`config.mk`:
```
export PLATFORM = sky130hd
export DESIGN_NAME = key_matrix_debounce_ghost_hid_flat
export DESIGN_NICKNAME = d
export VERILOG_FILES = /design/src/rtl/kmdg_pkg.sv /design/src/rtl/kmdg_if.sv /design/src/rtl/kmdg_ram.sv /design/src/rtl/kmdg_ctrl.sv /design/src/rtl/kmdg_datapath.sv /design/src/rtl/key_matrix_debounce_ghost_hid.sv /design/src/flat_wrapper.sv
export SDC_FILE = /design/constraint.sdc
export NUM_CORES = 2
export LEC_CHECK = 0
export BUFFER_PORTS_ARGS = -buffer_cell sky130_fd_sc_hd__buf_2
export CORE_ASPECT_RATIO = 1.25
export CORE_UTILIZATION = 49
export DETAILED_ROUTE_END_ITERATION = 10
export PLACE_DENSITY_LB_ADDON = 0.2
export SLEW_MARGIN = 20
export SYNTH_ARGS = -nofsm -noshare
export SYNTH_HDL_FRONTEND = slang
export SYNTH_SLANG_ARGS = --single-unit
export TNS_END_PERCENT = 1
```
`constraint.sdc`:
```
create_clock -name clk_i -period 7.72 [get_ports clk_i]
set_clock_uncertainty 0.15 [all_clocks]
set_input_delay 1.544 -clock clk_i [delete_from_list [all_inputs] [get_ports clk_i]]
set_output_delay 1.544 -clock clk_i [all_outputs]
set_load 0.005 [all_outputs]
```
`src/rtl/kmdg_pkg.sv`:
```
`timescale 1ns / 1ps
// ----------------------------------------------------------------------------
// kmdg_pkg
// Shared types, constants and key tables of the key matrix scanner.
// ----------------------------------------------------------------------------
package kmdg_pkg;

  localparam int unsigned DefMatrixRows  = 8;
  localparam int unsigned DefMatrixCols  = 8;
  localparam int unsigned DefReportSlots = 6;

  localparam int unsigned KeyCount   = 65;
  localparam int unsigned RestoreKey = 64;
  localparam int unsigned KeyIdxW    = 7;
  localparam int unsigned OutSlots   = 6;

  localparam logic [7:0] GhostTicksRst    = 8'd10;
  localparam logic [7:0] DebounceTicksRst = 8'd25;

  localparam logic [7:0] ModShift  = 8'h22;
  localparam logic [7:0] ModCtrl   = 8'h11;
  localparam logic [7:0] ModLshift = 8'h02;

  localparam logic [7:0] CodeFirstReal = 8'h04;
  localparam logic [7:0] CodeRollover  = 8'h01;

  // register indexes on the configuration port
  localparam logic RegGhostTicks    = 1'b0;
  localparam logic RegDebounceTicks = 1'b1;

  typedef enum logic [2:0] {
    OP_SAMPLE,
    OP_RESTORE,
    OP_GHOST,
    OP_CHECK,
    OP_REPORT
  } kmdg_op_e;

  typedef struct packed {
    logic [7:0] status;
    logic [7:0] deb;
    logic       sent;
    logic [7:0] capmod;
  } kmdg_key_t;

  localparam int unsigned KeyWordW = $bits(kmdg_key_t);

  typedef struct packed {
    logic               scan_start;
    logic               rpt_start;
    logic               issue;
    kmdg_op_e           op;
    logic [KeyIdxW-1:0] idx;
    logic               cmp_step;
    logic               load;
  } kmdg_cmd_t;

  typedef struct packed {
    logic               cmp_done;
    logic               cmp_need_rd;
    logic [KeyIdxW-1:0] cmp_ix;
    logic               out_free;
  } kmdg_sts_t;

  typedef struct packed {
    logic [7:0] code;
    logic [7:0] modb;
  } kmdg_xlat_t;

  function automatic logic [7:0] kmdg_hid_code(input logic [KeyIdxW-1:0] k);
    logic [7:0] c;
    case (k)
      7'd0:  c = 8'h1E; 7'd1:  c = 8'h2A; 7'd2:  c = 8'hE0; 7'd3:  c = 8'h48;
      7'd4:  c = 8'h2C; 7'd5:  c = 8'hE2; 7'd6:  c = 8'h14; 7'd7:  c = 8'h1F;
      7'd8:  c = 8'h20; 7'd9:  c = 8'h1A; 7'd10: c = 8'h04; 7'd11: c = 8'hE1;
      7'd12: c = 8'h1D; 7'd13: c = 8'h16; 7'd14: c = 8'h08; 7'd15: c = 8'h21;
      7'd16: c = 8'h22; 7'd17: c = 8'h15; 7'd18: c = 8'h07; 7'd19: c = 8'h1B;
      7'd20: c = 8'h06; 7'd21: c = 8'h09; 7'd22: c = 8'h17; 7'd23: c = 8'h23;
      7'd24: c = 8'h24; 7'd25: c = 8'h1C; 7'd26: c = 8'h0A; 7'd27: c = 8'h19;
      7'd28: c = 8'h05; 7'd29: c = 8'h0B; 7'd30: c = 8'h18; 7'd31: c = 8'h25;
      7'd32: c = 8'h26; 7'd33: c = 8'h0C; 7'd34: c = 8'h0D; 7'd35: c = 8'h11;
      7'd36: c = 8'h10; 7'd37: c = 8'h0E; 7'd38: c = 8'h12; 7'd39: c = 8'h27;
      7'd40: c = 8'h2E; 7'd41: c = 8'h13; 7'd42: c = 8'h0F; 7'd43: c = 8'h36;
      7'd44: c = 8'h37; 7'd45: c = 8'h33; 7'd46: c = 8'h2F; 7'd47: c = 8'h2D;
      7'd48: c = 8'h35; 7'd49: c = 8'h30; 7'd50: c = 8'h34; 7'd51: c = 8'h38;
      7'd52: c = 8'hE5; 7'd53: c = 8'h4E; 7'd54: c = 8'h4B; 7'd55: c = 8'h4A;
      7'd56: c = 8'h4C; 7'd57: c = 8'h28; 7'd58: c = 8'h4F; 7'd59: c = 8'h51;
      7'd60: c = 8'h3A; 7'd61: c = 8'h3C; 7'd62: c = 8'h3E; 7'd63: c = 8'h40;
      7'd64: c = 8'h31;
      default: c = 8'h00;
    endcase
    return c;
  endfunction

  function automatic logic [7:0] kmdg_key_mod(input logic [KeyIdxW-1:0] k);
    logic [7:0] c;
    logic [7:0] m;
    c = kmdg_hid_code(k);
    m = 8'h00;
    if (c[7:3] == 5'b11100) m = 8'h01 << c[2:0];
    return m;
  endfunction

  function automatic kmdg_xlat_t kmdg_translate(input logic [KeyIdxW-1:0] k,
                                                input logic [7:0] m_in);
    kmdg_xlat_t x;
    logic [7:0] m;
    logic [7:0] code;
    code = kmdg_hid_code(k);
    m    = m_in;
    if ((m & ModShift) != 8'h00) begin
      case (k)
        7'd1:  begin m = m & ~ModShift; code = 8'h29; end
        7'd7:  code = 8'h34;
        7'd23: code = 8'h24;
        7'd24: begin m = m & ~ModShift; code = 8'h34; end
        7'd31: code = 8'h26;
        7'd32: code = 8'h27;
        7'd39: begin m = m & ~ModShift; code = 8'h45; end
        7'd40: begin m = m & ~ModShift; code = 8'h4B; end
        7'd47: begin m = m & ~ModShift; code = 8'h4E; end
        7'd45: begin m = m & ~ModShift; code = 8'h2F; end
        7'd48: code = 8'h2D;
        7'd50: begin m = m & ~ModShift; code = 8'h30; end
        7'd54: code = 8'h35;
        7'd55: begin m = m & ~ModShift; code = 8'h4D; end
        7'd56: begin m = m & ~ModShift; code = 8'h49; end
        7'd58: begin m = m & ~ModShift; code = 8'h50; end
        7'd59: begin m = m & ~ModShift; code = 8'h52; end
        7'd60: begin m = m & ~ModShift; code = 8'h3B; end
        7'd61: begin m = m & ~ModShift; code = 8'h3D; end
        7'd62: begin m = m & ~ModShift; code = 8'h3F; end
        7'd63: begin m = m & ~ModShift; code = 8'h41; end
        default: ;
      endcase
    end else begin
      case (k)
        7'd40: m = m | ModLshift;
        7'd45: begin m = m | ModLshift; code = 8'h33; end
        7'd46: begin m = m | ModLshift; code = 8'h1F; end
        7'd49: begin m = m | ModLshift; code = 8'h25; end
        7'd50: code = 8'h33;
        7'd54: begin m = m | ModLshift; code = 8'h23; end
        default: ;
      endcase
    end
    if (((m & ModCtrl) != 8'h00) && (k == 7'd45 || k == 7'd46)) begin
      m    = m & ~ModShift;
      code = 8'h2F;
    end
    if (k == 7'd53) begin
      code = 8'h2E;
      m    = m & ~ModShift;
    end
    x.code = code;
    x.modb = m;
    return x;
  endfunction

endpackage

```
`src/rtl/kmdg_if.sv`:
```
`timescale 1ns / 1ps
// ----------------------------------------------------------------------------
// kmdg_if
// Scan/report request channel and HID report channel.
// ----------------------------------------------------------------------------
interface kmdg_req_if;
  logic        valid;
  logic        ready;
  logic        action;
  logic [63:0] matrix_open;
  logic        restore_open;

  modport source (output valid, action, matrix_open, restore_open, input ready);
  modport sink (input valid, action, matrix_open, restore_open, output ready);
endinterface

interface kmdg_rsp_if;
  logic       valid;
  logic       ready;
  logic [7:0] modifier_bits;
  logic [7:0] key_slot_0;
  logic [7:0] key_slot_1;
  logic [7:0] key_slot_2;
  logic [7:0] key_slot_3;
  logic [7:0] key_slot_4;
  logic [7:0] key_slot_5;

  modport source (output valid, modifier_bits, key_slot_0, key_slot_1, key_slot_2,
                  key_slot_3, key_slot_4, key_slot_5, input ready);
  modport sink (input valid, modifier_bits, key_slot_0, key_slot_1, key_slot_2,
                key_slot_3, key_slot_4, key_slot_5, output ready);
endinterface

```
`src/rtl/kmdg_ram.sv`:
```
`timescale 1ns / 1ps
// ----------------------------------------------------------------------------
// kmdg_ram
// Generic single write port, single read port RAM with registered read.
// ----------------------------------------------------------------------------
module kmdg_ram #(
  parameter int unsigned WIDTH = 8,
  parameter int unsigned DEPTH = 16
) (
  input  logic                     clk_i,
  input  logic                     we_i,
  input  logic [$clog2(DEPTH)-1:0] waddr_i,
  input  logic [WIDTH-1:0]         wdata_i,
  input  logic [$clog2(DEPTH)-1:0] raddr_i,
  output logic [WIDTH-1:0]         rdata_o
);
  logic [WIDTH-1:0] mem_q [DEPTH];

  always_ff @(posedge clk_i) begin
    if (we_i) mem_q[waddr_i] <= wdata_i;
    rdata_o <= mem_q[raddr_i];
  end
endmodule

```
`src/rtl/kmdg_ctrl.sv`:
```
`timescale 1ns / 1ps
// ----------------------------------------------------------------------------
// kmdg_ctrl
// Sequencer: walks the key state RAM for scan and report beats.
// ----------------------------------------------------------------------------
module kmdg_ctrl
  import kmdg_pkg::*;
(
  input  logic      clk_i,
  input  logic      rst_ni,
  input  logic      in_valid_i,
  input  logic      in_action_i,
  output logic      in_ready_o,
  input  kmdg_sts_t sts_i,
  output kmdg_cmd_t cmd_o
);
  localparam logic [2:0] S_IDLE   = 3'd0;
  localparam logic [2:0] S_SCAN1  = 3'd1;
  localparam logic [2:0] S_SCAN2  = 3'd2;
  localparam logic [2:0] S_DRAIN  = 3'd3;
  localparam logic [2:0] S_CMP    = 3'd4;
  localparam logic [2:0] S_CMPW   = 3'd5;
  localparam logic [2:0] S_RPT    = 3'd6;
  localparam logic [2:0] S_FIN    = 3'd7;

  localparam logic [KeyIdxW-1:0] LastKey    = KeyIdxW'(RestoreKey);
  localparam logic [KeyIdxW-1:0] LastMatrix = KeyIdxW'(RestoreKey - 1);

  logic [2:0]         state_q, state_d;
  logic [KeyIdxW-1:0] idx_q, idx_d;
  logic               rdrain_q, rdrain_d;

  assign in_ready_o = (state_q == S_IDLE);

  always_comb begin
    state_d  = state_q;
    idx_d    = idx_q;
    rdrain_d = rdrain_q;
    cmd_o    = '0;
    cmd_o.op = OP_SAMPLE;
    unique case (state_q)
      S_IDLE: begin
        if (in_valid_i) begin
          idx_d = '0;
          if (in_action_i) begin
            cmd_o.rpt_start = 1'b1;
            state_d = S_CMP;
          end else begin
            cmd_o.scan_start = 1'b1;
            state_d = S_SCAN1;
          end
        end
      end
      S_SCAN1: begin
        cmd_o.issue = 1'b1;
        cmd_o.idx   = idx_q;
        if (idx_q == LastKey) begin
          cmd_o.op = OP_RESTORE;
          idx_d    = '0;
          state_d  = S_SCAN2;
        end else begin
          idx_d = idx_q + 1'b1;
        end
      end
      S_SCAN2: begin
        cmd_o.issue = 1'b1;
        cmd_o.op    = OP_GHOST;
        cmd_o.idx   = idx_q;
        if (idx_q == LastMatrix) begin
          rdrain_d = 1'b0;
          state_d  = S_DRAIN;
        end else begin
          idx_d = idx_q + 1'b1;
        end
      end
      S_DRAIN: begin
        // last key of a walk is processed here
        state_d = rdrain_q ? S_FIN : S_IDLE;
      end
      S_CMP: begin
        if (sts_i.cmp_done) begin
          idx_d   = '0;
          state_d = S_RPT;
        end else if (sts_i.cmp_need_rd) begin
          cmd_o.issue = 1'b1;
          cmd_o.op    = OP_CHECK;
          cmd_o.idx   = sts_i.cmp_ix;
          state_d     = S_CMPW;
        end else begin
          cmd_o.cmp_step = 1'b1;
        end
      end
      S_CMPW: state_d = S_CMP;
      S_RPT: begin
        cmd_o.issue = 1'b1;
        cmd_o.op    = OP_REPORT;
        cmd_o.idx   = idx_q;
        if (idx_q == LastKey) begin
          rdrain_d = 1'b1;
          state_d  = S_DRAIN;
        end else begin
          idx_d = idx_q + 1'b1;
        end
      end
      S_FIN: begin
        if (sts_i.out_free) begin
          cmd_o.load = 1'b1;
          state_d    = S_IDLE;
        end
      end
      default: state_d = S_IDLE;
    endcase
  end

  always_ff @(posedge clk_i or negedge rst_ni) begin
    if (!rst_ni) begin
      state_q  <= S_IDLE;
      idx_q    <= '0;
      rdrain_q <= 1'b0;
    end else begin
      state_q  <= state_d;
      idx_q    <= idx_d;
      rdrain_q <= rdrain_d;
    end
  end
endmodule

```
`src/rtl/kmdg_datapath.sv`:
```
`timescale 1ns / 1ps
// ----------------------------------------------------------------------------
// kmdg_datapath
// Key state RAM, debounce/ghost update, slot queue and report register.
// ----------------------------------------------------------------------------
module kmdg_datapath
  import kmdg_pkg::*;
#(
  parameter int unsigned MATRIX_ROWS  = DefMatrixRows,
  parameter int unsigned MATRIX_COLS  = DefMatrixCols,
  parameter int unsigned REPORT_SLOTS = DefReportSlots
) (
  input  logic                     clk_i,
  input  logic                     rst_ni,
  input  kmdg_cmd_t                cmd_i,
  output kmdg_sts_t                sts_o,
  input  logic [63:0]              matrix_open_i,
  input  logic                     restore_open_i,
  input  logic [7:0]               ghost_ticks_i,
  input  logic [7:0]               debounce_ticks_i,
  output logic                     rsp_valid_o,
  input  logic                     rsp_ready_i,
  output logic [7:0]               rsp_mod_o,
  output logic [OutSlots-1:0][7:0] rsp_slot_o
);
  localparam int unsigned CW = $clog2(REPORT_SLOTS + 1);
  localparam int unsigned IW = (REPORT_SLOTS > 1) ? $clog2(REPORT_SLOTS) : 1;

  // pipeline stage matching the registered RAM read
  logic               pipe_vld_q;
  kmdg_op_e           pipe_op_q;
  logic [KeyIdxW-1:0] pipe_idx_q;

  logic [KeyCount-1:0] kvalid_q;
  logic [KeyWordW-1:0] ram_rdata;
  logic                wr_en;
  kmdg_key_t           wr_key;

  logic [63:0] matrix_q;
  logic        restore_q;
  logic [7:0]  mod_q, mod_d;
  logic [1:0]  row_pop_q [8];
  logic [1:0]  row_pop_d [8];
  logic [1:0]  col_pop_q [8];
  logic [1:0]  col_pop_d [8];

  logic [CW-1:0]      count_q, count_d;
  logic [7:0]         slot_code_q [REPORT_SLOTS];
  logic [7:0]         slot_code_d [REPORT_SLOTS];
  logic [KeyIdxW-1:0] slot_ix_q [REPORT_SLOTS];
  logic [KeyIdxW-1:0] slot_ix_d [REPORT_SLOTS];
  logic [7:0]         sh_code [REPORT_SLOTS];
  logic [KeyIdxW-1:0] sh_ix [REPORT_SLOTS];
  logic               locked_q, locked_d;
  logic [7:0]         rm_q, rm_d;
  logic [7:0]         modsum_q, modsum_d;
  logic               ovf_q, ovf_d;

  logic                     rsp_valid_q, rsp_valid_d;
  logic [7:0]               rsp_mod_q, rsp_mod_d;
  logic [OutSlots-1:0][7:0] rsp_slot_q, rsp_slot_d;

  kmdg_key_t          rd_key, smp;
  logic [2:0]         row, col;
  logic               in_region, open_bit, cnt_full;
  logic [IW-1:0]      cidx;
  logic [7:0]         cur_code;
  logic [KeyIdxW-1:0] cur_ix;
  logic [7:0]         gstart, gclamp, km;
  kmdg_xlat_t         xl;

  kmdg_ram #(
    .WIDTH (KeyWordW),
    .DEPTH (KeyCount)
  ) u_key_ram (
    .clk_i   (clk_i),
    .we_i    (wr_en),
    .waddr_i (pipe_idx_q),
    .wdata_i (wr_key),
    .raddr_i (cmd_i.idx),
    .rdata_o (ram_rdata)
  );

  assign rd_key    = kvalid_q[pipe_idx_q] ? kmdg_key_t'(ram_rdata) : '0;
  assign row       = pipe_idx_q[5:3];
  assign col       = pipe_idx_q[2:0];
  assign in_region = ({1'b0, row} < 4'(MATRIX_ROWS)) && ({1'b0, col} < 4'(MATRIX_COLS))
                     && (pipe_idx_q != KeyIdxW'(RestoreKey));
  assign cnt_full  = (count_q >= CW'(REPORT_SLOTS));
  assign cidx      = cnt_full ? '0 : count_q[IW-1:0];
  assign cur_code  = slot_code_q[cidx];
  assign cur_ix    = slot_ix_q[cidx];
  assign km        = kmdg_key_mod(pipe_idx_q);
  assign xl        = kmdg_translate(pipe_idx_q, rd_key.capmod);

  always_comb begin
    gclamp = ghost_ticks_i;
    if (gclamp == 8'd0) gclamp = 8'd1;
    if (gclamp == 8'd255) gclamp = 8'd254;
    gstart = gclamp + 8'd1;
  end

  always_comb begin
    open_bit = (pipe_op_q == OP_RESTORE) ? restore_q : matrix_q[pipe_idx_q[5:0]];
    smp = rd_key;
    if (smp.deb != 8'd0) smp.deb = smp.deb - 8'd1;
    if (open_bit) begin
      if (smp.deb == 8'd0) begin
        smp.status = 8'd0;
        smp.sent   = 1'b0;
      end
    end else if (smp.status == 8'd0) begin
      smp.status = gstart;
      smp.deb    = debounce_ticks_i;
    end
  end

  // queue with the entry at the current count removed
  always_comb begin
    for (int j = 0; j < REPORT_SLOTS; j++) begin
      sh_code[j] = slot_code_q[j];
      sh_ix[j]   = slot_ix_q[j];
      if (j < REPORT_SLOTS - 1 && IW'(j) >= cidx) begin
        sh_code[j] = slot_code_q[j+1];
        sh_ix[j]   = slot_ix_q[j+1];
      end
    end
    sh_code[REPORT_SLOTS-1] = 8'h00;
  end

  assign sts_o.cmp_done    = cnt_full || (cur_code == 8'h00);
  assign sts_o.cmp_need_rd = !sts_o.cmp_done && (cur_code >= CodeFirstReal)
                             && (cur_ix < KeyIdxW'(KeyCount));
  assign sts_o.cmp_ix      = cur_ix;
  assign sts_o.out_free    = !rsp_valid_q || rsp_ready_i;

  always_comb begin
    wr_en       = 1'b0;
    wr_key      = rd_key;
    mod_d       = mod_q;
    row_pop_d   = row_pop_q;
    col_pop_d   = col_pop_q;
    count_d     = count_q;
    slot_code_d = slot_code_q;
    slot_ix_d   = slot_ix_q;
    locked_d    = locked_q;
    rm_d        = rm_q;
    modsum_d    = modsum_q;
    ovf_d       = ovf_q;
    rsp_valid_d = rsp_valid_q;
    rsp_mod_d   = rsp_mod_q;
    rsp_slot_d  = rsp_slot_q;

    if (cmd_i.scan_start) begin
      mod_d = 8'h00;
      for (int i = 0; i < 8; i++) begin
        row_pop_d[i] = 2'd0;
        col_pop_d[i] = 2'd0;
      end
    end
    if (cmd_i.rpt_start) begin
      count_d  = '0;
      locked_d = 1'b0;
      modsum_d = 8'h00;
      ovf_d    = 1'b0;
    end
    if (cmd_i.cmp_step) begin
      if (cur_code < CodeFirstReal) begin
        count_d = count_q + 1'b1;
      end else begin
        slot_code_d = sh_code;
        slot_ix_d   = sh_ix;
      end
    end

    if (pipe_vld_q) begin
      unique case (pipe_op_q)
        OP_SAMPLE: begin
          if (in_region) begin
            wr_en  = 1'b1;
            wr_key = smp;
            if (smp.status == 8'd1) mod_d = mod_q | km;
            if (smp.status != 8'd0) begin
              row_pop_d[row] = row_pop_q[row][1] ? 2'd2 : row_pop_q[row] + 2'd1;
              col_pop_d[col] = col_pop_q[col][1] ? 2'd2 : col_pop_q[col] + 2'd1;
            end
          end
        end
        OP_RESTORE: begin
          wr_en  = 1'b1;
          wr_key = smp;
          if (smp.status > 8'd1) begin
            wr_key.status = 8'd1;
            wr_key.capmod = mod_q;
          end
        end
        OP_GHOST: begin
          if (in_region && rd_key.status > 8'd1) begin
            wr_en = 1'b1;
            if (row_pop_q[row][1] && col_pop_q[col][1]) begin
              if (rd_key.deb != 8'd0) wr_key.status = gstart;
              else if (rd_key.status > 8'd2) wr_key.status = rd_key.status - 8'd1;
            end else begin
              wr_key.status = rd_key.status - 8'd1;
              if (rd_key.status == 8'd2) wr_key.capmod = mod_q;
            end
          end
        end
        OP_CHECK: begin
          if (rd_key.status == 8'd1) begin
            count_d = count_q + 1'b1;
          end else begin
            slot_code_d = sh_code;
            slot_ix_d   = sh_ix;
          end
        end
        OP_REPORT: begin
          if (!ovf_q && rd_key.status == 8'd1) begin
            modsum_d = modsum_q | km;
            if (!rd_key.sent) begin
              if (km != 8'h00) begin
                rm_d        = rm_q | km;
                locked_d    = 1'b1;
                wr_en       = 1'b1;
                wr_key.sent = 1'b1;
              end else if (cnt_full) begin
                ovf_d = 1'b1;
              end else if (!locked_q || rm_q == rd_key.capmod) begin
                rm_d              = xl.modb;
                locked_d          = 1'b1;
                slot_code_d[cidx] = xl.code;
                slot_ix_d[cidx]   = pipe_idx_q;
                wr_en             = 1'b1;
                wr_key.sent       = 1'b1;
                count_d           = count_q + 1'b1;
              end
            end
          end
        end
        default: ;
      endcase
    end

    if (rsp_valid_q && rsp_ready_i) rsp_valid_d = 1'b0;
    if (cmd_i.load) begin
      rsp_valid_d = 1'b1;
      if (ovf_q) begin
        rsp_mod_d = rm_q;
        for (int j = 0; j < OutSlots; j++) rsp_slot_d[j] = CodeRollover;
      end else begin
        if (count_q == '0) rm_d = modsum_q;
        rsp_mod_d = (count_q == '0) ? modsum_q : rm_q;
        for (int j = 0; j < OutSlots; j++) begin
          rsp_slot_d[j] = (j < REPORT_SLOTS) ? slot_code_q[j] : 8'h00;
        end
      end
    end
  end

  always_ff @(posedge clk_i or negedge rst_ni) begin
    if (!rst_ni) begin
      pipe_vld_q  <= 1'b0;
      pipe_op_q   <= OP_SAMPLE;
      pipe_idx_q  <= '0;
      kvalid_q    <= '0;
      mod_q       <= 8'h00;
      count_q     <= '0;
      locked_q    <= 1'b0;
      rm_q        <= 8'h00;
      modsum_q    <= 8'h00;
      ovf_q       <= 1'b0;
      rsp_valid_q <= 1'b0;
      for (int i = 0; i < 8; i++) begin
        row_pop_q[i] <= 2'd0;
        col_pop_q[i] <= 2'd0;
      end
      for (int j = 0; j < REPORT_SLOTS; j++) begin
        slot_code_q[j] <= 8'h00;
        slot_ix_q[j]   <= '0;
      end
    end else begin
      pipe_vld_q  <= cmd_i.issue;
      pipe_op_q   <= cmd_i.op;
      pipe_idx_q  <= cmd_i.idx;
      if (wr_en) kvalid_q[pipe_idx_q] <= 1'b1;
      mod_q       <= mod_d;
      count_q     <= count_d;
      locked_q    <= locked_d;
      rm_q        <= rm_d;
      modsum_q    <= modsum_d;
      ovf_q       <= ovf_d;
      rsp_valid_q <= rsp_valid_d;
      row_pop_q   <= row_pop_d;
      col_pop_q   <= col_pop_d;
      slot_code_q <= slot_code_d;
      slot_ix_q   <= slot_ix_d;
    end
  end

  always_ff @(posedge clk_i) begin
    if (cmd_i.scan_start) begin
      matrix_q  <= matrix_open_i;
      restore_q <= restore_open_i;
    end
    rsp_mod_q  <= rsp_mod_d;
    rsp_slot_q <= rsp_slot_d;
  end

  assign rsp_valid_o = rsp_valid_q;
  assign rsp_mod_o   = rsp_mod_q;
  assign rsp_slot_o  = rsp_slot_q;

  // a key is never read back in the cycle it is written
  a_no_rw_clash: assert property (@(posedge clk_i) disable iff (!rst_ni)
    (wr_en && cmd_i.issue) |-> (cmd_i.idx != pipe_idx_q))
    else $error("key ram read and write hit the same entry");

  a_count_bound: assert property (@(posedge clk_i) disable iff (!rst_ni)
    count_q <= CW'(REPORT_SLOTS))
    else $error("slot count beyond queue depth");

  a_load_free: assert property (@(posedge clk_i) disable iff (!rst_ni)
    cmd_i.load |-> (!rsp_valid_q || rsp_ready_i))
    else $error("report overwrote a pending beat");

  a_ovf_hold: assert property (@(posedge clk_i) disable iff (!rst_ni)
    (ovf_q && !cmd_i.rpt_start) |=> ovf_q)
    else $error("overflow flag dropped within a report");
endmodule

```
`src/rtl/key_matrix_debounce_ghost_hid.sv`:
```
`timescale 1ns / 1ps
// ----------------------------------------------------------------------------
// key_matrix_debounce_ghost_hid
// Key matrix scanner with debounce, ghost suppression and a HID report queue.
//
//   channel  dir  handshake      payload
//   req_i    in   valid/ready    action, matrix_open, restore_open
//   rsp_o    out  valid/ready    modifier_bits, key_slot_0..key_slot_5
//   apb      in   psel/penable   ghost_ticks @0x0, debounce_ticks @0x4
//
// scan beat: a walk over all 65 entries of the key state ram, then a ghost
// walk over its 64 matrix entries (one read and at most one write per cycle)
// and a drain state; gives no response. report beat: a check of the queued
// slots, a walk over all 65 keys, a drain state, then the response load.
// req_i is ready only while the sequencer is idle; a pending response does
// not block scans, a report waits at its end for the response register.
// reset is asynchronous; key state ram needs no clearing, per-entry valid
// flops make unwritten entries read as released.
// ----------------------------------------------------------------------------
module key_matrix_debounce_ghost_hid
  import kmdg_pkg::*;
#(
  parameter int unsigned MATRIX_ROWS  = DefMatrixRows,
  parameter int unsigned MATRIX_COLS  = DefMatrixCols,
  parameter int unsigned REPORT_SLOTS = DefReportSlots
) (
  input  logic        clk_i,
  input  logic        rst_ni,
  kmdg_req_if.sink    req_i,
  kmdg_rsp_if.source  rsp_o,
  input  logic        psel,
  input  logic        penable,
  input  logic        pwrite,
  input  logic [2:0]  paddr,
  input  logic [31:0] pwdata,
  output logic [31:0] prdata,
  output logic        pready
);
  logic [7:0] ghost_ticks_q;
  logic [7:0] debounce_ticks_q;
  logic       cfg_we;

  kmdg_cmd_t                cmd;
  kmdg_sts_t                sts;
  logic [OutSlots-1:0][7:0] slots;

  assign pready = 1'b1;
  assign cfg_we = psel && penable && pwrite;
  assign prdata = (paddr[2] == RegDebounceTicks) ? {24'h0, debounce_ticks_q}
                                                 : {24'h0, ghost_ticks_q};

  always_ff @(posedge clk_i or negedge rst_ni) begin
    if (!rst_ni) begin
      ghost_ticks_q    <= GhostTicksRst;
      debounce_ticks_q <= DebounceTicksRst;
    end else if (cfg_we) begin
      if (paddr[2] == RegGhostTicks) ghost_ticks_q <= pwdata[7:0];
      else                           debounce_ticks_q <= pwdata[7:0];
    end
  end

  kmdg_ctrl u_ctrl (
    .clk_i       (clk_i),
    .rst_ni      (rst_ni),
    .in_valid_i  (req_i.valid),
    .in_action_i (req_i.action),
    .in_ready_o  (req_i.ready),
    .sts_i       (sts),
    .cmd_o       (cmd)
  );

  kmdg_datapath #(
    .MATRIX_ROWS  (MATRIX_ROWS),
    .MATRIX_COLS  (MATRIX_COLS),
    .REPORT_SLOTS (REPORT_SLOTS)
  ) u_datapath (
    .clk_i            (clk_i),
    .rst_ni           (rst_ni),
    .cmd_i            (cmd),
    .sts_o            (sts),
    .matrix_open_i    (req_i.matrix_open),
    .restore_open_i   (req_i.restore_open),
    .ghost_ticks_i    (ghost_ticks_q),
    .debounce_ticks_i (debounce_ticks_q),
    .rsp_valid_o      (rsp_o.valid),
    .rsp_ready_i      (rsp_o.ready),
    .rsp_mod_o        (rsp_o.modifier_bits),
    .rsp_slot_o       (slots)
  );

  assign rsp_o.key_slot_0 = slots[0];
  assign rsp_o.key_slot_1 = slots[1];
  assign rsp_o.key_slot_2 = slots[2];
  assign rsp_o.key_slot_3 = slots[3];
  assign rsp_o.key_slot_4 = slots[4];
  assign rsp_o.key_slot_5 = slots[5];
endmodule

```
`src/flat_wrapper.sv`:
```
// flat-port wrapper written by rule: the top's interface ports become plain ports
module key_matrix_debounce_ghost_hid_flat import kmdg_pkg::*;
#(
  parameter int unsigned MATRIX_ROWS  = DefMatrixRows,
  parameter int unsigned MATRIX_COLS  = DefMatrixCols,
  parameter int unsigned REPORT_SLOTS = DefReportSlots
)
  (clk_i, rst_ni, psel, penable, pwrite, paddr, pwdata, prdata, pready, req_i_valid, req_i_action, req_i_matrix_open, req_i_restore_open, req_i_ready, rsp_o_valid, rsp_o_modifier_bits, rsp_o_key_slot_0, rsp_o_key_slot_1, rsp_o_key_slot_2, rsp_o_key_slot_3, rsp_o_key_slot_4, rsp_o_key_slot_5, rsp_o_ready);
  kmdg_req_if req_i_i ();
  kmdg_rsp_if rsp_o_i ();
  input  logic clk_i;
  input  logic rst_ni;
  input  logic psel;
  input  logic penable;
  input  logic pwrite;
  input  logic [2:0] paddr;
  input  logic [31:0] pwdata;
  output logic [31:0] prdata;
  output logic pready;
  input wire logic [$bits(req_i_i.valid)-1:0] req_i_valid;
  input wire logic [$bits(req_i_i.action)-1:0] req_i_action;
  input wire logic [$bits(req_i_i.matrix_open)-1:0] req_i_matrix_open;
  input wire logic [$bits(req_i_i.restore_open)-1:0] req_i_restore_open;
  output wire logic [$bits(req_i_i.ready)-1:0] req_i_ready;
  output wire logic [$bits(rsp_o_i.valid)-1:0] rsp_o_valid;
  output wire logic [$bits(rsp_o_i.modifier_bits)-1:0] rsp_o_modifier_bits;
  output wire logic [$bits(rsp_o_i.key_slot_0)-1:0] rsp_o_key_slot_0;
  output wire logic [$bits(rsp_o_i.key_slot_1)-1:0] rsp_o_key_slot_1;
  output wire logic [$bits(rsp_o_i.key_slot_2)-1:0] rsp_o_key_slot_2;
  output wire logic [$bits(rsp_o_i.key_slot_3)-1:0] rsp_o_key_slot_3;
  output wire logic [$bits(rsp_o_i.key_slot_4)-1:0] rsp_o_key_slot_4;
  output wire logic [$bits(rsp_o_i.key_slot_5)-1:0] rsp_o_key_slot_5;
  input wire logic [$bits(rsp_o_i.ready)-1:0] rsp_o_ready;
  assign req_i_i.valid = req_i_valid;
  assign req_i_i.action = req_i_action;
  assign req_i_i.matrix_open = req_i_matrix_open;
  assign req_i_i.restore_open = req_i_restore_open;
  assign req_i_ready = req_i_i.ready;
  assign rsp_o_valid = rsp_o_i.valid;
  assign rsp_o_modifier_bits = rsp_o_i.modifier_bits;
  assign rsp_o_key_slot_0 = rsp_o_i.key_slot_0;
  assign rsp_o_key_slot_1 = rsp_o_i.key_slot_1;
  assign rsp_o_key_slot_2 = rsp_o_i.key_slot_2;
  assign rsp_o_key_slot_3 = rsp_o_i.key_slot_3;
  assign rsp_o_key_slot_4 = rsp_o_i.key_slot_4;
  assign rsp_o_key_slot_5 = rsp_o_i.key_slot_5;
  assign rsp_o_i.ready = rsp_o_ready;
  key_matrix_debounce_ghost_hid #(.MATRIX_ROWS(MATRIX_ROWS), .MATRIX_COLS(MATRIX_COLS), .REPORT_SLOTS(REPORT_SLOTS)) u_core (.clk_i(clk_i), .rst_ni(rst_ni), .req_i(req_i_i), .rsp_o(rsp_o_i), .psel(psel), .penable(penable), .pwrite(pwrite), .paddr(paddr), .pwdata(pwdata), .prdata(prdata), .pready(pready));
endmodule
```
### Word level (Yosys, flattened, before mapping)

Memories as Yosys holds them, arrays and structs flattened. A register that Yosys moved wholly into a read port is not among the register bits.
Cells that the tools add are included.

| storage, ports and cells | value |
|---|---|
| memories kept | 3 |
| logic and storage cells | 396 |
| register bits | 376 |
| bits in read-only memories | 2048 |
| bits in writable memories | 1625 |
| output and inout port bits | 91 |

Memory list:

| name | depth | width | read ports | clocked after Yosys merged registers in | wr ports | line | text |
|---|---|---|---|---|---|---|---|
| u_core.u_datapath.u_key_ram.mem_q | 65 | 25 | 1 | 1 | 1 | kmdg_ram.sv:17 | `logic [WIDTH-1:0] mem_q [DEPTH];` |
| (no name shown) | 128 | 8 | 1 | 0 | 0 | kmdg_pkg.sv:72 | `case (k)` |
| (no name shown) | 128 | 8 | 1 | 0 | 0 | kmdg_pkg.sv:72 |  |

| cells by class | value |
|---|---|
| reductions and logical operators | 45 |
| add/subtract/negate cells | 7 |
| bitwise operators | 8 |
| $lt $le $gt $ge | 21 |
| mux-type cells | 204 |
| shift-type cells | 1 |
| equality and inequality tests | 54 |

Operators with widths:

| cell | count |
|---|---|
| $mux 48 | 9 |
| $mux 8 | 49 |
| $mux 42 | 9 |
| $mux 16 | 11 |
| $pmux 8 s20 | 1 |
| $eq 7x6->1 const B | 20 |
| $pmux 48 s2 | 1 |
| $mux 7 | 13 |
| $pmux 42 s2 | 1 |
| $mux 25 | 3 |
| $or 65x65->65 | 1 |
| $mux 3 | 20 |
| $bwmux 48 | 1 |
| $pmux 8 s3 | 2 |
| $mux 1 | 44 |
| $pmux 11 s4 | 1 |
| $bwmux 42 | 1 |
| $reduce_bool 8->1 | 5 |
| $pmux 7 s5 | 1 |
| $bwmux 16 | 2 |
| $logic_not 8->1 | 4 |
| $pmux 8 s4 | 1 |
| $bmux 8 s3 | 1 |
| $demux 8 s3 | 1 |
| 70 further kinds | 138 |

### Logic depth before layout (Yosys ltp)

| depth | value |
|---|---|
| depth after elaboration | 23 |
| gate-level depth with buffers | 26 |
| depth with buffers taken out | 18 |

### Modules after synthesis

A second synthesis with hierarchy kept.

| second synthesis, totals | value |
|---|---|
| cell total of the unflattened synthesis | 5266 |
| area, all modules | 85787.3 um^2 |

Modules (own cells, without submodules):

| module | cells an instance | seq. area each (um^2) | times used | area an instance (um^2) |
|---|---|---|---|---|
| kmdg_ram | 3073 | 49297.3 | 1 | 63239.4 |
| kmdg_datapath | 2004 | 9339.0 | 1 | 20682.3 |
| kmdg_ctrl | 119 | 275.3 | 1 | 937.1 |
| key_matrix_debounce_ghost_hid | 70 | 406.6 | 1 | 928.4 |

### Least setup slack after synthesis

OpenSTA, ideal clock, no wires.

| timing | value |
|---|---|
| path kind | register to register |
| start point | register u_core.u_datapath.pipe_idx_q[2] |
| end point | memory u_core.u_datapath.u_key_ram.mem_q[0][22] (netlist name) (data pin) |
| arrival time | 7059 ps |
| clock period less this slack | 7936 ps |
| library setup time | 727 ps |
| path slack | -216 ps |
| stages on the path, launching flop included | 22 |
| cells stage by stage | dfrtp_1 -> and2_1 -> buf_2 -> a221oi_1 -> nor3_1 -> o41ai_4 -> nand4_1 -> clkbuf_1 -> clkbuf_1 -> nand2_1 -> ha_1 -> buf_2 -> inv_1 -> nor4_1 -> nor2_1 -> a21oi_1 -> and3_1 -> nand3_1 -> a22o_1 -> o21ai_0 -> nor2_1 -> o31ai_1 |

| on the way | value |
|---|---|
| longest elaborated chain between the ends | 12 |
| elaborated cells on any way between the ends | 33 |

Ends and longest elaborated chain:

| item | line | text |
|---|---|---|
| start: declaration | kmdg_datapath.sv:32 | `logic [KeyIdxW-1:0] pipe_idx_q;` |
| start signal: assignment | kmdg_datapath.sv:284 | `pipe_idx_q <= cmd_i.idx;` |
| $bmux 1 s7 | kmdg_datapath.sv:84 | `assign rd_key = kvalid_q[pipe_idx_q] ? kmdg_key_t'(ram_rdata) : '0;` |
| $mux 1 (not written as such) | kmdg_datapath.sv:84 |  |
| $mux 25 | kmdg_datapath.sv:84 |  |
| $sub 8x1->8 or $reduce_bool 8->1 (tied branches) | kmdg_datapath.sv:106, kmdg_datapath.sv:201 |  |
| $mux 8 | kmdg_datapath.sv:106 | `if (smp.deb != 8'd0) smp.deb = smp.deb - 8'd1;` |
| $logic_not 8->1 | kmdg_datapath.sv:108 | `if (smp.deb == 8'd0) begin` |
| $mux 8 | kmdg_datapath.sv:108 |  |
| $mux 8 | kmdg_datapath.sv:107 | `if (open_bit) begin` |
| $gt 8x1->1 | kmdg_datapath.sv:192 | `if (smp.status > 8'd1) begin` |
| $mux 8 | kmdg_datapath.sv:192 |  |
| $pmux 8 s3 | kmdg_datapath.sv:177 | `unique case (pipe_op_q)` |
| $mux 25 (*) | kmdg_datapath.sv:176 | `if (pipe_vld_q) begin` |
| via u_core.u_datapath.u_key_ram.wdata_i[22] | kmdg_ram.sv:13 | `input logic [WIDTH-1:0] wdata_i,` |
| end: declaration | kmdg_ram.sv:17 |  |

The timed path passes the listed nets; every way through them passes the cells marked *. The select of a mux whose other input is x is not followed.

### Final worst setup path

| timing | value |
|---|---|
| start point | register u_core.u_datapath.pipe_idx_q[1] |
| end point | memory u_core.u_datapath.u_key_ram.mem_q[44][0] (netlist name) (data pin) |

| on the way | value |
|---|---|
| longest elaborated chain between the ends | 12 |
| elaborated cells on any way between the ends | 31 |

Ends and longest elaborated chain:

| item | line |
|---|---|
| $bmux 1 s7 | kmdg_datapath.sv:84 |
| $mux 1 (not written as such) | kmdg_datapath.sv:84 |
| $mux 25 | kmdg_datapath.sv:84 |
| $sub 8x1->8 or $reduce_bool 8->1 (tied branches) | kmdg_datapath.sv:106 |
| $mux 8 | kmdg_datapath.sv:106 |
| $logic_not 8->1 | kmdg_datapath.sv:108 |
| $mux 8 | kmdg_datapath.sv:108 |
| $mux 8 | kmdg_datapath.sv:107 |
| $gt 8x1->1 | kmdg_datapath.sv:192 |
| $mux 8 | kmdg_datapath.sv:192 |
| $pmux 8 s3 | kmdg_datapath.sv:177 |
| $mux 25 (*) | kmdg_datapath.sv:176 |
| via u_core.u_datapath.u_key_ram.wdata_i[0] | kmdg_ram.sv:13 |

Marks and branches as above.

==> run summary <==
outcome: finished clean
fin util: 55.83%
worst skew pair latency: 870 ps
maximum VDD drop: 0.2005 mV
Final ANT Viol Nets: 0
CTS Sinks: 2026
top post-synthesis cells by area: edfxtp_1 (61%), dfrtp_1 (7.3%), nand2_1 (6.6%)
cell count after synthesis: 6744
Final Instance Count excl. Fillers: 9375
WL per Instance: 28.06 microns
grt total ovfl: 0
count of input and output buffers: 147
dpl hpwl: 156800 microns
final slew viol count: 0
initial antenna violation count: 13
critical path cell sequence: nor2b_1 -> a222oi_1 -> a211oi_1 -> o41ai_4 -> nand4_1 -> nand2_1 -> ha_1 -> inv_1 -> nor4_1 -> nor2_1 -> a21oi_1 -> and3_1 -> nand3_1 -> a22o_1 -> nor2_1 -> a211oi_1 -> o21ai_2 -> mux2_2 -> buf_12
R2R setup slack: 500 ps
WS Path Type: reg -> reg
P_leak: 0.03391 uW
RSZ-0062 raised after global routing: no
initial core utilization: 49.48%
sequential area share after synthesis: 68.75%
synth unique cells: 94
Max Buffers Root-to-Sink: 3
post-CTS resize count: 0
Post-synth EDFFs: 1746
Hold Path Class: reg -> reg
worst slew pin tran: 1201 ps
Core ar.: 174400 sq um
Placed Cells: 9010
# H-tree levels: 4
cts hold-fix bufs: 0
vias per inst: 6.208
Async SR Flop Fraction: 12.59%
pwr/cell area: 224.4 nW/um^2
Setup Viol. Count Final: 0
CP peak stage delay: 880 ps
Vias: 58200
row count: 171
Layout Nets: 7006
io pins: 199
CP Max Fanout: 33
Max Fclk: 0.1385 GHz
top-count cell post-synth: edfxtp_1
root buf cell: clkbuf_16
Layout area overhead: 12.83%
crit path max-delay cell type: mux2_2
startpoint types: register
first-pass GRT wire length: 380100 microns
Critical Path Sink Type: register
total CTS buffers: 196
Setup TNS Final: 0 ps
relative slew slack: 19.75%
CTS tree: built
Final Hold Vio Count: 0
#FFs+latches synth: 2026
DRC viols: 0
ratio of cells with drive above 1 in the final layout: 13.07%
die area: 177800 sq um
ratio of final minimum period to clock period: 93.53%
initial detailed-routing violation count: 6240
max_cap viols: 0
Die X-Extent: 377.3 microns
YS warnings: 0
Clock transition at path regs: 60 ps
Final GP Congestion: 0.9376
synth cell count leaders: edfxtp_1 (1746), nand2_1 (1521), nand3_1 (503), mux2i_1 (389), clkbuf_1 (351)
setup repair bufs after CTS: 0
post-synth top area cell: edfxtp_1
fin crit period: 7220 ps
dominant synthesized flop cell: edfxtp_1
largest net degree at the start of global routing: 150
Synth top area share: 60.76%
CP required: 8250 ps
syn_area_per_cell: 12.79 sq um
Total Wirelength: 263100 microns
crit path DAT: 7750 ps
gr usage total: 29.26%
Cell Area, Synth: 86290 sq um
DIE HEIGHT: 471.2 microns
vias in the first global route: 56090
first-pass iteration count of the detailed router: 6
==> placed cells by master (no fill, tap or decap), types with 36 or more instances in the layout <==
master,instances
mux2_2,55
nand2b_1,53
nand3_1,503
o21ai_0,122
a221oi_1,61
clkbuf_1,45
nor3_1,50
buf_4,214
clkinv_1,51
nor4_2,68
a31oi_1,209
nor2b_1,56
a22oi_1,37
buf_12,36
a32oi_1,133
nor2_1,133
o221ai_1,37
clkbuf_16,196
o22ai_1,71
edfxtp_1,1746
inv_1,39
buf_2,146
mux2i_1,385
dfrtp_1,244
nand2_1,1516
a41o_1,66
a21oi_1,177
==> state kept, by name (all words and copies together) (netlist names), 7 cells and up <==
signal                               flops
u_core.u_datapath.kvalid_q              65
u_core.u_datapath.rsp_mod_o              8
u_core.u_datapath.pipe_idx_q             7
u_core.u_datapath.u_key_ram.rdata_o     25
u_core.u_datapath.col_pop_q             16
u_core.u_datapath.u_key_ram.mem_q     1625
u_core.debounce_ticks_q                  8
u_core.u_datapath.rm_q                   8
u_core.u_datapath.mod_q                  8
u_core.u_datapath.sh_ix                  7
u_core.u_datapath.rsp_slot_o            48
u_core.u_datapath.matrix_q              64
u_core.u_datapath.slot_ix_q             35
u_core.u_datapath.slot_code_q           48
u_core.u_datapath.row_pop_q             16
u_core.ghost_ticks_q                     8
u_core.u_ctrl.idx_q                      7
u_core.u_datapath.modsum_q               8
==> metal layers <==
metal  part of all wire (%)  up-vias  GRT usage [%]
met3                    7.5      650          4.594
met5                 0.0099        -              0
met4                    7.0        4          19.00
li1                       -    25690              -
met1                     37    29140          36.15
met2                     48     2726          47.81
==> logic make-up after synthesis <==
kind of cell / share of synthesized area (%)
and+or+nand+nor: 13.01
DFF: 68.75
AOI/OAI and AO/OA: 9.528
buffers and inverters: 2.645
muxes: 5.570
adders and majority gates: 0.3625
xor gates and xnor gates: 0.1320
other: 0.008704
==> report_power, final <==
group          total (uW)  internal, uW  switching [uW]  leakage, uW
clock network        9390          5160            4220      0.00302
registers           12000         12000            57.3       0.0176
logic                 436           116             320       0.0133
==> cell type report <==
cell class                 instances  area (sq um)
antenna                            2         5.005
clock buffer                     244          5115
clock inverter                   119          1120
fill                           14120         77010
inverter                          47         187.7
multi-input combinational       4203         25550
sequential                      2026         59330
tap                             2335          2922
timing repair buffer             399          3128
==> final timing paths <==
path                                                            startpoint                                                 end  cells past startpoint
worst min-delay path            u_core.u_datapath.kvalid_q[55]$_DFFE_PN0P_          u_core.u_datapath.kvalid_q[55]$_DFFE_PN0P_                      1
worst min register to register  u_core.u_datapath.kvalid_q[55]$_DFFE_PN0P_          u_core.u_datapath.kvalid_q[55]$_DFFE_PN0P_                      1
min in group asynchronous                                           rst_ni          u_core.u_datapath.kvalid_q[28]$_DFFE_PN0P_                      1
max in group asynchronous                                           rst_ni                  u_core.u_ctrl.idx_q[2]$_DFFE_PN0P_                      2
worst max-delay path             u_core.u_datapath.pipe_idx_q[1]$_DFF_PN0_  u_core.u_datapath.u_key_ram.mem_q[44][0]$_DFFE_PP_                     19
worst max register to register   u_core.u_datapath.pipe_idx_q[1]$_DFF_PN0_  u_core.u_datapath.u_key_ram.mem_q[44][0]$_DFFE_PP_                     19
==> worst max-delay path: cells and delay by family (launching register included) <==
kind / cells / cell delay, ps
compound gates: 7 / 2180
simple gates: 8 / 2050
mux: 1 / 880
fa+ha+maj: 1 / 380
buf+inv: 2 / 440
flops: 1 / 860
==> through the flow <==
step                cell area (sq um)  worst slack [ps]  total power (uW)  hold slack, ps
finish                          97360             499.7             21850           314.7
global route                    97360             176.3             22390           317.0
CTS                             97350             637.3             21950           311.9
detailed placement              91110             680.8             12680           299.3
global placement                91050             745.2             12660           294.9
floorplan                       86380             209.1             12440           278.9
Note: power is estimated with default switching activity, not from simulation.
